$ cat src/rtl/core/assert_macros.svh
// Assertion helpers shared by the RTL.
`ifndef ASSERT_MACROS_SVH
`define ASSERT_MACROS_SVH

// Same-cycle implication, disabled while reset is asserted.
`define ASSERT_IMPLIES(lbl, clk, rst_n, ante, cons) \
    lbl: assert property (@(posedge clk) disable iff (!rst_n) (ante) |-> (cons)) \
        else $error("assertion failed: same-cycle implication");

// Next-cycle implication, disabled while reset is asserted.
`define ASSERT_NEXT(lbl, clk, rst_n, ante, cons) \
    lbl: assert property (@(posedge clk) disable iff (!rst_n) (ante) |=> (cons)) \
        else $error("assertion failed: next-cycle implication");

// Invariant that must hold at every clock edge out of reset.
`define ASSERT_ALWAYS(lbl, clk, rst_n, cond) \
    lbl: assert property (@(posedge clk) disable iff (!rst_n) (cond)) \
        else $error("assertion failed: invariant");

`endif

$ cat src/rtl/core/asc_pkg.sv
package asc_pkg;

    localparam int CHAR_W            = 21;
    localparam int SHIFT_W           = 12;
    localparam int COUNT_W           = 7;
    localparam int KIND_W            = 2;
    localparam int REG_INDEX_W       = 1;
    localparam int MOD_CNT_W         = $clog2(SHIFT_W + 1);
    localparam int ALPHA_SLOTS_DEF   = 128;

    // Request kinds.
    localparam logic [KIND_W-1:0] KIND_CLEAR = 2'd0;
    localparam logic [KIND_W-1:0] KIND_OFFER = 2'd1;
    localparam logic [KIND_W-1:0] KIND_XFORM = 2'd2;

    // Configuration register indexes.
    localparam logic [REG_INDEX_W-1:0] REG_SHIFT     = 1'b0;
    localparam logic [REG_INDEX_W-1:0] REG_DIRECTION = 1'b1;

    // Direction codes.
    localparam logic DIR_ENCRYPT = 1'b0;
    localparam logic DIR_DECRYPT = 1'b1;

    // Commands from the controller to the datapath.
    typedef struct packed {
        logic load;      // latch the incoming request and reset the work registers
        logic scan_run;  // step the alphabet scan
        logic mod_run;   // step the shift reduction
        logic idx_calc;  // compute the rotated alphabet position
        logic fetch;     // read the rotated entry
        logic finish;    // commit the request and load the result register
    } asc_cmd_t;

    // Status from the datapath to the controller.
    typedef struct packed {
        logic [KIND_W-1:0] kind;
        logic              count_zero;
        logic              hit;
        logic              scan_done;
        logic              mod_done;
        logic              out_free;
    } asc_status_t;

endpackage

$ cat src/rtl/core/asc_ctrl.sv
module asc_ctrl (
    input  logic                clk,
    input  logic                rst_n,
    input  logic                in_valid,
    output logic                in_ready,
    input  asc_pkg::asc_status_t status,
    output asc_pkg::asc_cmd_t    cmd
);
    import asc_pkg::*;

    typedef enum logic [2:0] {
        ST_IDLE,
        ST_DECODE,
        ST_SCAN,
        ST_MOD,
        ST_INDEX,
        ST_FETCH,
        ST_FINISH
    } state_t;

    state_t state_reg;
    state_t state_next;

    always_comb
    begin
        state_next = state_reg;
        cmd        = '0;
        in_ready   = 1'b0;
        unique case (state_reg)
            ST_IDLE:
            begin
                in_ready = 1'b1;
                if (in_valid)
                begin
                    cmd.load   = 1'b1;
                    state_next = ST_DECODE;
                end
            end
            ST_DECODE:
            begin
                priority if (status.kind == KIND_OFFER)
                begin
                    state_next = ST_SCAN;
                end
                else if (status.kind == KIND_XFORM && !status.count_zero)
                begin
                    state_next = ST_SCAN;
                end
                else
                begin
                    state_next = ST_FINISH;
                end
            end
            ST_SCAN:
            begin
                cmd.scan_run = 1'b1;
                priority if (status.hit)
                begin
                    state_next = (status.kind == KIND_OFFER) ? ST_FINISH : ST_MOD;
                end
                else if (status.scan_done)
                begin
                    state_next = ST_FINISH;
                end
                else
                begin
                    state_next = ST_SCAN;
                end
            end
            ST_MOD:
            begin
                if (status.mod_done)
                begin
                    state_next = ST_INDEX;
                end
                else
                begin
                    cmd.mod_run = 1'b1;
                end
            end
            ST_INDEX:
            begin
                cmd.idx_calc = 1'b1;
                state_next   = ST_FETCH;
            end
            ST_FETCH:
            begin
                cmd.fetch  = 1'b1;
                state_next = ST_FINISH;
            end
            ST_FINISH:
            begin
                if (status.out_free)
                begin
                    cmd.finish = 1'b1;
                    state_next = ST_IDLE;
                end
            end
            default:
            begin
                state_next = ST_IDLE;
            end
        endcase
    end

    always_ff @(posedge clk or negedge rst_n)
    begin
        if (!rst_n)
        begin
            state_reg <= ST_IDLE;
        end
        else
        begin
            state_reg <= state_next;
        end
    end

endmodule

$ cat src/rtl/core/asc_dp.sv
module asc_dp #(
    parameter int ALPHA_SLOTS = asc_pkg::ALPHA_SLOTS_DEF
) (
    input  logic                                clk,
    input  logic                                rst_n,
    input  logic                                cfg_wr_en,
    input  logic [asc_pkg::REG_INDEX_W-1:0]     cfg_index,
    input  logic [asc_pkg::SHIFT_W-1:0]         cfg_wdata,
    input  logic [asc_pkg::KIND_W-1:0]          kind,
    input  logic [asc_pkg::CHAR_W-1:0]          char_in,
    input  asc_pkg::asc_cmd_t                   cmd,
    output asc_pkg::asc_status_t                status,
    output logic                                out_valid,
    input  logic                                out_ready,
    output logic [asc_pkg::CHAR_W-1:0]          char_out,
    output logic                                matched,
    output logic                                accepted,
    output logic [asc_pkg::COUNT_W-1:0]         count,
    output logic                                empty_error
);
    import asc_pkg::*;

    localparam int CAPACITY = ALPHA_SLOTS - 1;
    localparam int CNT_W    = $clog2(ALPHA_SLOTS);
    localparam int IDX_W    = (CAPACITY > 1) ? $clog2(CAPACITY) : 1;
    localparam int SUM_W    = CNT_W + 1;

    logic [CHAR_W-1:0]    mem [CAPACITY];

    logic [SHIFT_W-1:0]   shift_amount_reg;
    logic                 direction_reg;
    logic [CNT_W-1:0]     count_reg;
    logic [CNT_W-1:0]     count_next;
    logic [KIND_W-1:0]    item_kind_reg;
    logic [CHAR_W-1:0]    item_char_reg;

    logic [CNT_W-1:0]     scan_reg;
    logic                 rd_vld_reg;
    logic [IDX_W-1:0]     rd_pos_reg;
    logic [CHAR_W-1:0]    rd_data_reg;
    logic                 hit_reg;
    logic [IDX_W-1:0]     pos_reg;

    logic [SHIFT_W-1:0]   mshift_reg;
    logic [MOD_CNT_W-1:0] mod_cnt_reg;
    logic [CNT_W-1:0]     rem_reg;
    logic [IDX_W-1:0]     tgt_reg;

    logic                 out_valid_reg;
    logic [CHAR_W-1:0]    char_out_reg;
    logic                 matched_reg;
    logic                 accepted_reg;
    logic [COUNT_W-1:0]   count_out_reg;
    logic                 empty_error_reg;

    logic                 issue;
    logic                 rd_en;
    logic [IDX_W-1:0]     rd_addr;
    logic                 hit_now;
    logic                 wr_en;
    logic                 accept_now;
    logic                 match_now;
    logic                 empty_now;
    logic [SUM_W-1:0]     n_ext;
    logic [SUM_W-1:0]     trial;
    logic [SUM_W-1:0]     rem_next;
    logic [SUM_W-1:0]     pos_ext;
    logic [SUM_W-1:0]     s_ext;
    logic [SUM_W-1:0]     t_raw;
    logic [SUM_W-1:0]     t_red;

    // Scan reads one entry a cycle; the compare works on the registered read data, in the cycle after the read.
    assign issue   = cmd.scan_run && (scan_reg != count_reg);
    assign rd_en   = issue || cmd.fetch;
    assign rd_addr = cmd.fetch ? tgt_reg : scan_reg[IDX_W-1:0];
    assign hit_now = rd_vld_reg && (rd_data_reg == item_char_reg);

    // Restoring remainder step, one shift bit a cycle, most significant first.
    assign n_ext    = SUM_W'(count_reg);
    assign trial    = {rem_reg, mshift_reg[SHIFT_W-1]};
    assign rem_next = (trial >= n_ext) ? (trial - n_ext) : trial;

    // Rotated position; both operands are below the count, so one subtract wraps it.
    assign pos_ext = SUM_W'(pos_reg);
    assign s_ext   = SUM_W'(rem_reg);
    assign t_raw   = (direction_reg == DIR_DECRYPT) ? (pos_ext + n_ext - s_ext)
                                                    : (pos_ext + s_ext);
    assign t_red   = (t_raw >= n_ext) ? (t_raw - n_ext) : t_raw;

    assign accept_now = (item_kind_reg == KIND_OFFER) && !hit_reg
                        && (count_reg != CNT_W'(CAPACITY));
    assign match_now  = (item_kind_reg == KIND_XFORM) && hit_reg;
    assign empty_now  = (item_kind_reg == KIND_XFORM) && (count_reg == '0);
    assign wr_en      = cmd.finish && accept_now;

    always_comb
    begin
        count_next = count_reg;
        if (item_kind_reg == KIND_CLEAR)
        begin
            count_next = '0;
        end
        else if (accept_now)
        begin
            count_next = count_reg + 1'b1;
        end
    end

    assign status.kind       = item_kind_reg;
    assign status.count_zero = (count_reg == '0);
    assign status.hit        = hit_now;
    assign status.scan_done  = (scan_reg == count_reg) && !rd_vld_reg;
    assign status.mod_done   = (mod_cnt_reg == MOD_CNT_W'(SHIFT_W));
    assign status.out_free   = !out_valid_reg || out_ready;

    always_ff @(posedge clk)
    begin
        if (wr_en)
        begin
            mem[count_reg[IDX_W-1:0]] <= item_char_reg;
        end
        if (rd_en)
        begin
            rd_data_reg <= mem[rd_addr];
        end
    end

    always_ff @(posedge clk or negedge rst_n)
    begin
        if (!rst_n)
        begin
            shift_amount_reg <= '0;
            direction_reg    <= DIR_ENCRYPT;
            count_reg        <= '0;
            scan_reg         <= '0;
            rd_vld_reg       <= 1'b0;
            hit_reg          <= 1'b0;
            mod_cnt_reg      <= '0;
            out_valid_reg    <= 1'b0;
        end
        else
        begin
            if (cfg_wr_en)
            begin
                unique case (cfg_index)
                    REG_SHIFT:     shift_amount_reg <= cfg_wdata;
                    REG_DIRECTION: direction_reg    <= cfg_wdata[0];
                    default:       direction_reg    <= direction_reg;
                endcase
            end

            rd_vld_reg <= issue;
            if (cmd.load)
            begin
                scan_reg    <= '0;
                hit_reg     <= 1'b0;
                mod_cnt_reg <= '0;
            end
            else
            begin
                if (issue)
                begin
                    scan_reg <= scan_reg + 1'b1;
                end
                if (cmd.scan_run && hit_now)
                begin
                    hit_reg <= 1'b1;
                end
                if (cmd.mod_run)
                begin
                    mod_cnt_reg <= mod_cnt_reg + 1'b1;
                end
            end

            if (cmd.finish)
            begin
                count_reg     <= count_next;
                out_valid_reg <= 1'b1;
            end
            else if (out_ready)
            begin
                out_valid_reg <= 1'b0;
            end
        end
    end

    // Payload registers carry no reset.
    always_ff @(posedge clk)
    begin
        if (cmd.load)
        begin
            item_kind_reg <= kind;
            item_char_reg <= char_in;
            mshift_reg    <= shift_amount_reg;
            rem_reg       <= '0;
        end
        else if (cmd.mod_run)
        begin
            mshift_reg <= {mshift_reg[SHIFT_W-2:0], 1'b0};
            rem_reg    <= rem_next[CNT_W-1:0];
        end
        if (issue)
        begin
            rd_pos_reg <= scan_reg[IDX_W-1:0];
        end
        if (cmd.scan_run && hit_now)
        begin
            pos_reg <= rd_pos_reg;
        end
        if (cmd.idx_calc)
        begin
            tgt_reg <= t_red[IDX_W-1:0];
        end
        if (cmd.finish)
        begin
            char_out_reg    <= match_now ? rd_data_reg : item_char_reg;
            matched_reg     <= match_now;
            accepted_reg    <= accept_now;
            count_out_reg   <= COUNT_W'(count_next);
            empty_error_reg <= empty_now;
        end
    end

    assign out_valid   = out_valid_reg;
    assign char_out    = char_out_reg;
    assign matched     = matched_reg;
    assign accepted    = accepted_reg;
    assign count       = count_out_reg;
    assign empty_error = empty_error_reg;

endmodule

$ cat src/rtl/core/alphabet_shift_cipher.sv
// Channel   Direction  Handshake              Payload
// request   in         in_valid / in_ready    kind, char_in
// result    out        out_valid / out_ready  char_out, matched, accepted, count, empty_error
// config    in         cfg_wr_en              cfg_index, cfg_wdata
//
// One request at a time. A clear or an unknown kind goes from acceptance through decode
// to the result register. An offer adds the alphabet scan (one memory read per cycle);
// a transform adds the scan and, on a hit, the 12-step shift reduction, index and fetch.
// Reset returns the alphabet count, the configuration and the controller to zero and idle;
// the alphabet memory itself is not cleared. A new request is taken while the previous
// result still waits; only the final commit stalls until the result register frees up.
module alphabet_shift_cipher #(
    parameter int ALPHA_SLOTS = asc_pkg::ALPHA_SLOTS_DEF
) (
    input  logic                            clk,
    input  logic                            rst_n,
    input  logic                            cfg_wr_en,
    input  logic [asc_pkg::REG_INDEX_W-1:0] cfg_index,
    input  logic [asc_pkg::SHIFT_W-1:0]     cfg_wdata,
    input  logic                            in_valid,
    output logic                            in_ready,
    input  logic [asc_pkg::KIND_W-1:0]      kind,
    input  logic [asc_pkg::CHAR_W-1:0]      char_in,
    output logic                            out_valid,
    input  logic                            out_ready,
    output logic [asc_pkg::CHAR_W-1:0]      char_out,
    output logic                            matched,
    output logic                            accepted,
    output logic [asc_pkg::COUNT_W-1:0]     count,
    output logic                            empty_error
);
    import asc_pkg::*;

    asc_cmd_t    cmd;
    asc_status_t status;

    // The controller sequences each request: decode, scan, shift reduction,
    // index calculation, fetch of the rotated entry and the final commit.
    asc_ctrl u_ctrl (
        .clk      (clk),
        .rst_n    (rst_n),
        .in_valid (in_valid),
        .in_ready (in_ready),
        .status   (status),
        .cmd      (cmd)
    );

    // The datapath holds the alphabet memory, the configuration registers,
    // the scan and remainder units and the result register.
    asc_dp #(
        .ALPHA_SLOTS (ALPHA_SLOTS)
    ) u_dp (
        .clk         (clk),
        .rst_n       (rst_n),
        .cfg_wr_en   (cfg_wr_en),
        .cfg_index   (cfg_index),
        .cfg_wdata   (cfg_wdata),
        .kind        (kind),
        .char_in     (char_in),
        .cmd         (cmd),
        .status      (status),
        .out_valid   (out_valid),
        .out_ready   (out_ready),
        .char_out    (char_out),
        .matched     (matched),
        .accepted    (accepted),
        .count       (count),
        .empty_error (empty_error)
    );

`include "assert_macros.svh"

    // The controller issues at most one command per cycle.
    `ASSERT_ALWAYS(a_cmd_onehot, clk, rst_n, $onehot0(cmd))
    // A request is committed only when the result register can take it.
    `ASSERT_IMPLIES(a_finish_free, clk, rst_n, cmd.finish, status.out_free)
    // In the cycle after a request is taken the block is busy.
    `ASSERT_NEXT(a_busy_after_load, clk, rst_n, cmd.load, !in_ready)
    // A matched transform never reports an offer acceptance or an empty alphabet.
    `ASSERT_IMPLIES(a_match_excl, clk, rst_n, out_valid && matched, !accepted && !empty_error)

endmodule
$ cat config.mk
export PLATFORM = sky130hd
export DESIGN_NAME = alphabet_shift_cipher
export DESIGN_NICKNAME = d
export VERILOG_FILES = /design/src/rtl/core/asc_pkg.sv /design/src/rtl/core/asc_ctrl.sv /design/src/rtl/core/asc_dp.sv /design/src/rtl/core/alphabet_shift_cipher.sv
export VERILOG_INCLUDE_DIRS = /design/src /design/src/rtl/core
export SDC_FILE = /design/constraint.sdc
export NUM_CORES = 2
export LEC_CHECK = 0
export ABC_AREA = 1
export BUFFER_PORTS_ARGS = -buffer_cell sky130_fd_sc_hd__buf_2
export CELL_PAD_IN_SITES_DETAIL_PLACEMENT = 2
export CELL_PAD_IN_SITES_GLOBAL_PLACEMENT = 2
export CORE_AREA = 4 4 438 614
export DETAILED_ROUTE_END_ITERATION = 8
export DIE_AREA = 0 0 442 618
export GPL_ROUTABILITY_DRIVEN = 1
export PLACE_DENSITY_LB_ADDON = 0.1
export SYNTH_ARGS = -nofsm -noshare
export SYNTH_HDL_FRONTEND = slang
export SYNTH_SLANG_ARGS = --single-unit
$ cat constraint.sdc
create_clock -name clk -period 4.4 [get_ports clk]
set_input_delay 0.22 -clock clk [delete_from_list [all_inputs] [get_ports clk]]
set_output_delay 0.22 -clock clk [all_outputs]
set_load 0.1 [all_outputs]
# [Word level (Yosys, flattened, before mapping)]
# Memories as Yosys holds them, arrays and structs flattened. A register that Yosys moved wholly into a read port is not among the register bits.
# Cells that the tools add are included.
[word_totals] reg_bits=131 mem_bits_rw=2667 inputBits=41 output_inout_bits=33 elab_cells=113 n_memories=1
[classes] addsub=8 magnitude_cmp=2 eq_ne=16 mux=38 bitwise=1 reduce_logical=26
[mem_list] memory="u_dp.mem" words=127 word_bits=21 rd=1 rd_clocked_by_memory_dff=1 write_ports=1 line_no="asc_dp.sv:28" source="logic [CHAR_W-1:0] mem [CAPACITY];"
[op_table] cell="7-bit two-way mux" count=7
[op_table] cell="12-bit two-way mux" count=2
[op_table] cell="3-bit two-way mux" count=8
[op_table] cell="21-bit == test" count=1
[op_table] cell="21-bit two-way mux" count=1
[op_table] cell="3-bit one-hot mux with 7 select lines" count=1
[op_table] cell="7-bit by 7-bit adder with 8-bit output" count=2
[op_table] cell="8-bit by 7-bit >= comparator with 1-bit output" count=2
[op_table] cell="1-bit two-way mux" count=16
[op_table] cell="7-bit by 1-bit adder with 7-bit output, second input constant" count=2
[op_table] cell="7-bit subtractor" count=2
[op_table] cell="1-bit logical AND" count=10
[op_table] cell="3-bit == test, second input constant" count=3
[op_table] cell="4-bit two-way mux" count=2
[op_table] cell="8-bit two-way mux" count=1
[op_table] cell="2-bit nonzero test" count=4
[op_table] cell="8-bit by 7-bit subtractor with 8-bit output" count=1
[op_table] cell="7-bit == test" count=1
[op_table] cell="7-bit logical NOT" count=1
[op_table] cell="7-bit inequality test" count=1
[op_table] cell="7-bit inequality test, second input constant" count=1
[op_table] cell="3-bit by 2-bit == test with 1-bit output, second input constant" count=2
[op_table] cell="2-bit inequality test, second input constant" count=3
[op_table] cell="4-bit by 1-bit adder with 4-bit output, second input constant" count=1
[op_table] cell="11 further kinds" count=16

# [Logic depth before layout (Yosys ltp)]
[depth] depth_word=7 depth_mapped=22 mapped_depth_nobuf=22

# [Cells and area by module]
# From an unflattened synthesis, not the netlist that was laid out.
[unflattened] cells_unflattened=9613 area_unflattened_um2=115193.0
[modules_own_cells] mod="asc_dp" n_inst=1 cells_per_inst=9563 area_per_inst_um2=114897.7 seq_area_each_um2=84320.9
[modules_own_cells] mod="asc_ctrl" n_inst=1 cells_per_inst=50 area_per_inst_um2=295.3 seq_area_each_um2=75.1

# [Least setup slack after synthesis]
# OpenSTA, ideal clock, no wires.
[synth_path] path_kind="register -> register" start="register u_ctrl.state_reg[0]" end="register u_dp.item_char_reg[0], enable pin" setup_time_ns=0.396 arrival_time_ns=3.256 slack_ns=0.748 path_stages_with_launch=8 n_path_buf=2 synth_period_minus_slack_ns=3.652 cell_sequence="dfrtp_1 -> buf_4 -> nor2_1 -> inv_1 -> nor2_1 -> nand2_1 -> inv_1 -> clkbuf_1"
[synth_rtl] item="start, declared" line_no="asc_ctrl.sv:21" source="state_t state_reg;"
[synth_rtl] item="start signal, assigned" line_no="asc_ctrl.sv:114" source="state_reg <= state_next;"
[synth_rtl] item="end signal, assigned" line_no="asc_dp.sv:193" source="item_char_reg <= char_in;"
[synth_rtl] item="end, declared" line_no="asc_dp.sv:35" source="logic [CHAR_W-1:0] item_char_reg;"

# [Final worst setup path]
[layout_path] start="register u_ctrl.state_reg[0]" end="register u_dp.rd_data_reg[14] (read register of u_dp.mem), data pin"
[layout_via] elab_chain_len=4
[layout_rtl] item="3-bit by 2-bit == test with 1-bit output" line_no="asc_ctrl.sv:29" source="unique case (state_reg)"
[layout_rtl] item="1-bit two-way mux" line_no="asc_ctrl.sv:29"
[layout_rtl] item="1-bit logical AND" line_no="asc_dp.sv:73" source="assign issue = cmd.scan_run && (scan_reg != count_reg);"
[layout_rtl] item="1-bit logical OR" line_no="asc_dp.sv:74" source="assign rd_en = issue || cmd.fetch;"
[layout_rtl] item="end, declared" line_no="asc_dp.sv:40" source="logic [CHAR_W-1:0] rd_data_reg;"
# Several ways; a longest one is shown, not always the timed one.
# A chain may end at the register's enable or synchronous reset.

==> metrics <==
outcome=complete, no violations; hold depth=2; Critical R2R Capture=u_dp.rd_data_reg[14]; clock-pin slew on the worst setup and hold paths=roughly 0.060 ns; via count of the first global-routing pass=just over 90000; first-iteration detailed-routing DRC count=about 7700; Setup CP Type=reg -> reg; pin count of the biggest net entering global routing=approximately 150; average wire length per cell after detail routing=about 33 um; Critical Path AT=around 4.9 ns; max-cap violations=0; gr usage total=0.3165; DRC=0; Longest Clk Path Bufs=4; fmax=between 0.2 and 0.25 GHz; antenna violations before repair=13; kind of end point of the critical path=register; FILL cells=between 20000 and 30000; max FFs per register=2667; final net count=roughly 9800; measured slew at the worst slew-check pin=~1.4 ns; minimum setup slack after placement=~0.36 ns; placer's final routability congestion estimate=0.8740; number of hold violations in the final report=0; Chip Height=slightly above 600 um; number of flops mapped to enable cells by yosys=approximately 2800; clock tree from TritonCTS=built; clock insertion delay at the later pin of the skew report=a little under 0.9 ns; HPWL after detailed placement=roughly 260000 um; FFs w/ async S/R, synth=0.01313; unrepaired setup endpoints after global routing=false; relative area change from synthesis to final layout=13.39%; hold path startpoint=char_in[13]; Routed Antenna Nets=0; Max H-tree Level=5; Final Max Tran Viols=0; post-cts sizing count=0; number of different library cells in the post-synthesis netlist=44; final critical-path share of the clock period=0.9808; placement row count=between 200 and 250; accumulated negative setup slack=0 ns; GRT overflow=0; FF-to-FF Start=u_ctrl.state_reg[0]; clock tree sinks=2819; largest fanout on the critical path=90; Final Routed Wirelength=443200 um; Req. time, crit path=around 5.0 ns; mean cell area of the mapped netlist=roughly 12 um^2; max-slew headroom at the worst pin=0.09674; sequential element share of the synthesized area=0.7312; Die Span X=about 440 um; number of top-level pins=74; category of the worst setup path launch point=register; worst reg-to-reg path cell count=12; Post-Synthesis Cells=~9600; wire length of the first global-routing pass=636600 um; Worst Hold Class=in -> reg; number of detailed-route iterations in the first pass=7; Starting Density=0.4387; Synth Warn #=0; number of port buffers=73; cell leakage power=roughly 46 nW; overall via count from detail_route=around 83000; ys flop type=edfxtp_1; full die area=0.2732 mm^2; Endpoint, Worst Hold=u_dp.item_char_reg[13]; PwrDens=approximately 670 mW/mm^2; final critical path time including I/O delays and setup=roughly 4.3 ns; Max rail drop VDD=~490 uV; flop-to-flop setup slack=about 0.084 ns; worst setup slack after layout=around 0.084 ns; root buffer cell=clkbuf_16; net count after synthesis=9698; Worst Skew=approximately 0.048 ns; core area=approximately 0.26 mm^2; number of setup violations in the final report=0; via-per-instance ratio=just over 6; Synth Cell Area=approximately 0.12 mm^2; CTS buffer count=~290; share of cells above drive strength 1=0.1016; Synth Register Bits=between 2000 and 3000
[timing repair]
| action | CTS | global route |
|---|---|---|
| setup buffers | 0 | 0 |
| hold buffers | 48 | 0 |
| endpoints found under the hold margin | 78 | 0 |
[synth_stat cells (all sizes together), types with 7 or more instances]
cell type / n / area share
nand3: 3000 / 0.13
o21ai: 73 / 0.0032
fa: 10 / 0.0017
ha: 40 / 0.0043
edfxtp: 2775 / 0.72
xnor2: 7 / 0.00053
nand2: 2497 / 0.081
inv: 159 / 0.0052
dfrtp: 37 / 0.0080
mux2: 11 / 0.0011
clkbuf: 122 / 0.0040
xor2: 17 / 0.0013
or2: 10 / 0.00054
dfxtp: 7 / 0.0012
nor3: 14 / 0.00061
buf: 527 / 0.023
a21oi: 75 / 0.0033
nor2: 186 / 0.0061
nand4: 13 / 0.00076
[how the worst max path moves through the flow]
stage	startpoint	slack (ns)	to	cells past startpoint
final	u_ctrl.state_reg[0]	0.08	u_dp.rd_data_reg[14]	12
after global routing	u_ctrl.state_reg[2]	0.02	u_dp.rd_data_reg[11]	12
after CTS	u_ctrl.state_reg[0]	0.24	u_dp.rd_data_reg[11]	12
after detailed placement	u_ctrl.state_reg[0]	0.36	u_dp.rd_data_reg[11]	12
after global placement	u_ctrl.state_reg[2]	0.55	u_dp.rd_data_reg[19]	9
after floorplan	u_ctrl.state_reg[0]	0.75	u_dp.item_char_reg[0]	7
[cell usage in the layout, fill, tap and decap left out, types with 6 or more instances in the layout]
master and count:
nand3_1 2997, edfxtp_1 2775, nand2_1 2486, clkbuf_16 300, buf_4 300, inv_1 152
nor2_2 129, buf_12 87, a21oi_1 75, buf_2 73, o21ai_0 69, clkinv_1 66
clkbuf_1 61, nor2_1 55, dlygate4sd3_1 48, clkinv_2 42, ha_1 40, dfrtp_1 37
bufinv_16 18, xor2_1 17, nor3_1 14, nand4_1 12, mux2_2 11, or2_2 10
fa_1 10, diode_2 8, xnor2_1 7, dfxtp_1 7, nand2_2 6, inv_6 6
[per-stage QoR]
step | hold WS [ns] | cells | utilization | instance area (um^2) | total power [mW]
after floorplan | -0.07559 | 9607 | - | 115400 | 50.18
after detailed placement | 0.3989 | 12910 | 0.4618 | 121500 | 63.33
after global routing | 0.03753 | 13450 | 0.4973 | 130900 | 91.16
after global placement | 0.3963 | 12910 | 0.4618 | 121500 | 61.81
final | 0.06228 | 13460 | 0.4974 | 130900 | 87.41
after CTS | 0.003089 | 13450 | 0.4973 | 130900 | 87.73
[worst max-delay path, cell delays in order (launching register included)]
cell     delay, ns
dfrtp_1       0.57
nand3_2       0.48
nand2_8       0.31
nand2_8       0.39
buf_12        0.38
nand2_1       0.17
nand3_1       0.10
a21oi_1       0.22
nand2_1       0.17
nand3_1       0.28
nand3_1       0.36
nand3_1       0.38
nand2_1       0.08
[area by class of cell]
type,count,area (um^2),share of cell area
clock buffers,365,7791,0.05953
clock inverters,135,1090,0.008327
inverters,161,629.4,0.004809
repair buffers,508,4840,0.03698
multi-input cells,5978,27750,0.2120
well taps,3487,4363,0.03334
flip-flops and latches,2819,84400,0.6449
diodes,8,20.02,0.0001530
[power by group]
group	total, mW	internal, mW	leakage, nW	switching [mW]
combinational	31.4	8.24	16.1	23.2
clock	24.2	13.6	4.35	10.6
sequential	31.8	31.1	25.5	0.638
total	87.4	52.9	45.9	34.5
[layer usage]
metal / GRT usage / vias to the layer above / wire [um]
li1: - / 34720 / -
met1: 0.3799 / 44460 / 168200
met2: 0.5585 / 2863 / 225400
met3: 0.04038 / 852 / 23920
met4: 0.1641 / 8 / 25670
met5: 0 / - / 56
[cell families after synthesis]
kind of cell / synth area share
DFF: 0.7312
AOI/OAI and AO/OA: 0.007263
muxes: 0.001247
xor gates and xnor gates: 0.001821
adders and majority gates: 0.006071
buffers and inverters: 0.03217
and+or+nand+nor: 0.2202
Note: power is estimated with default switching activity, not from simulation.
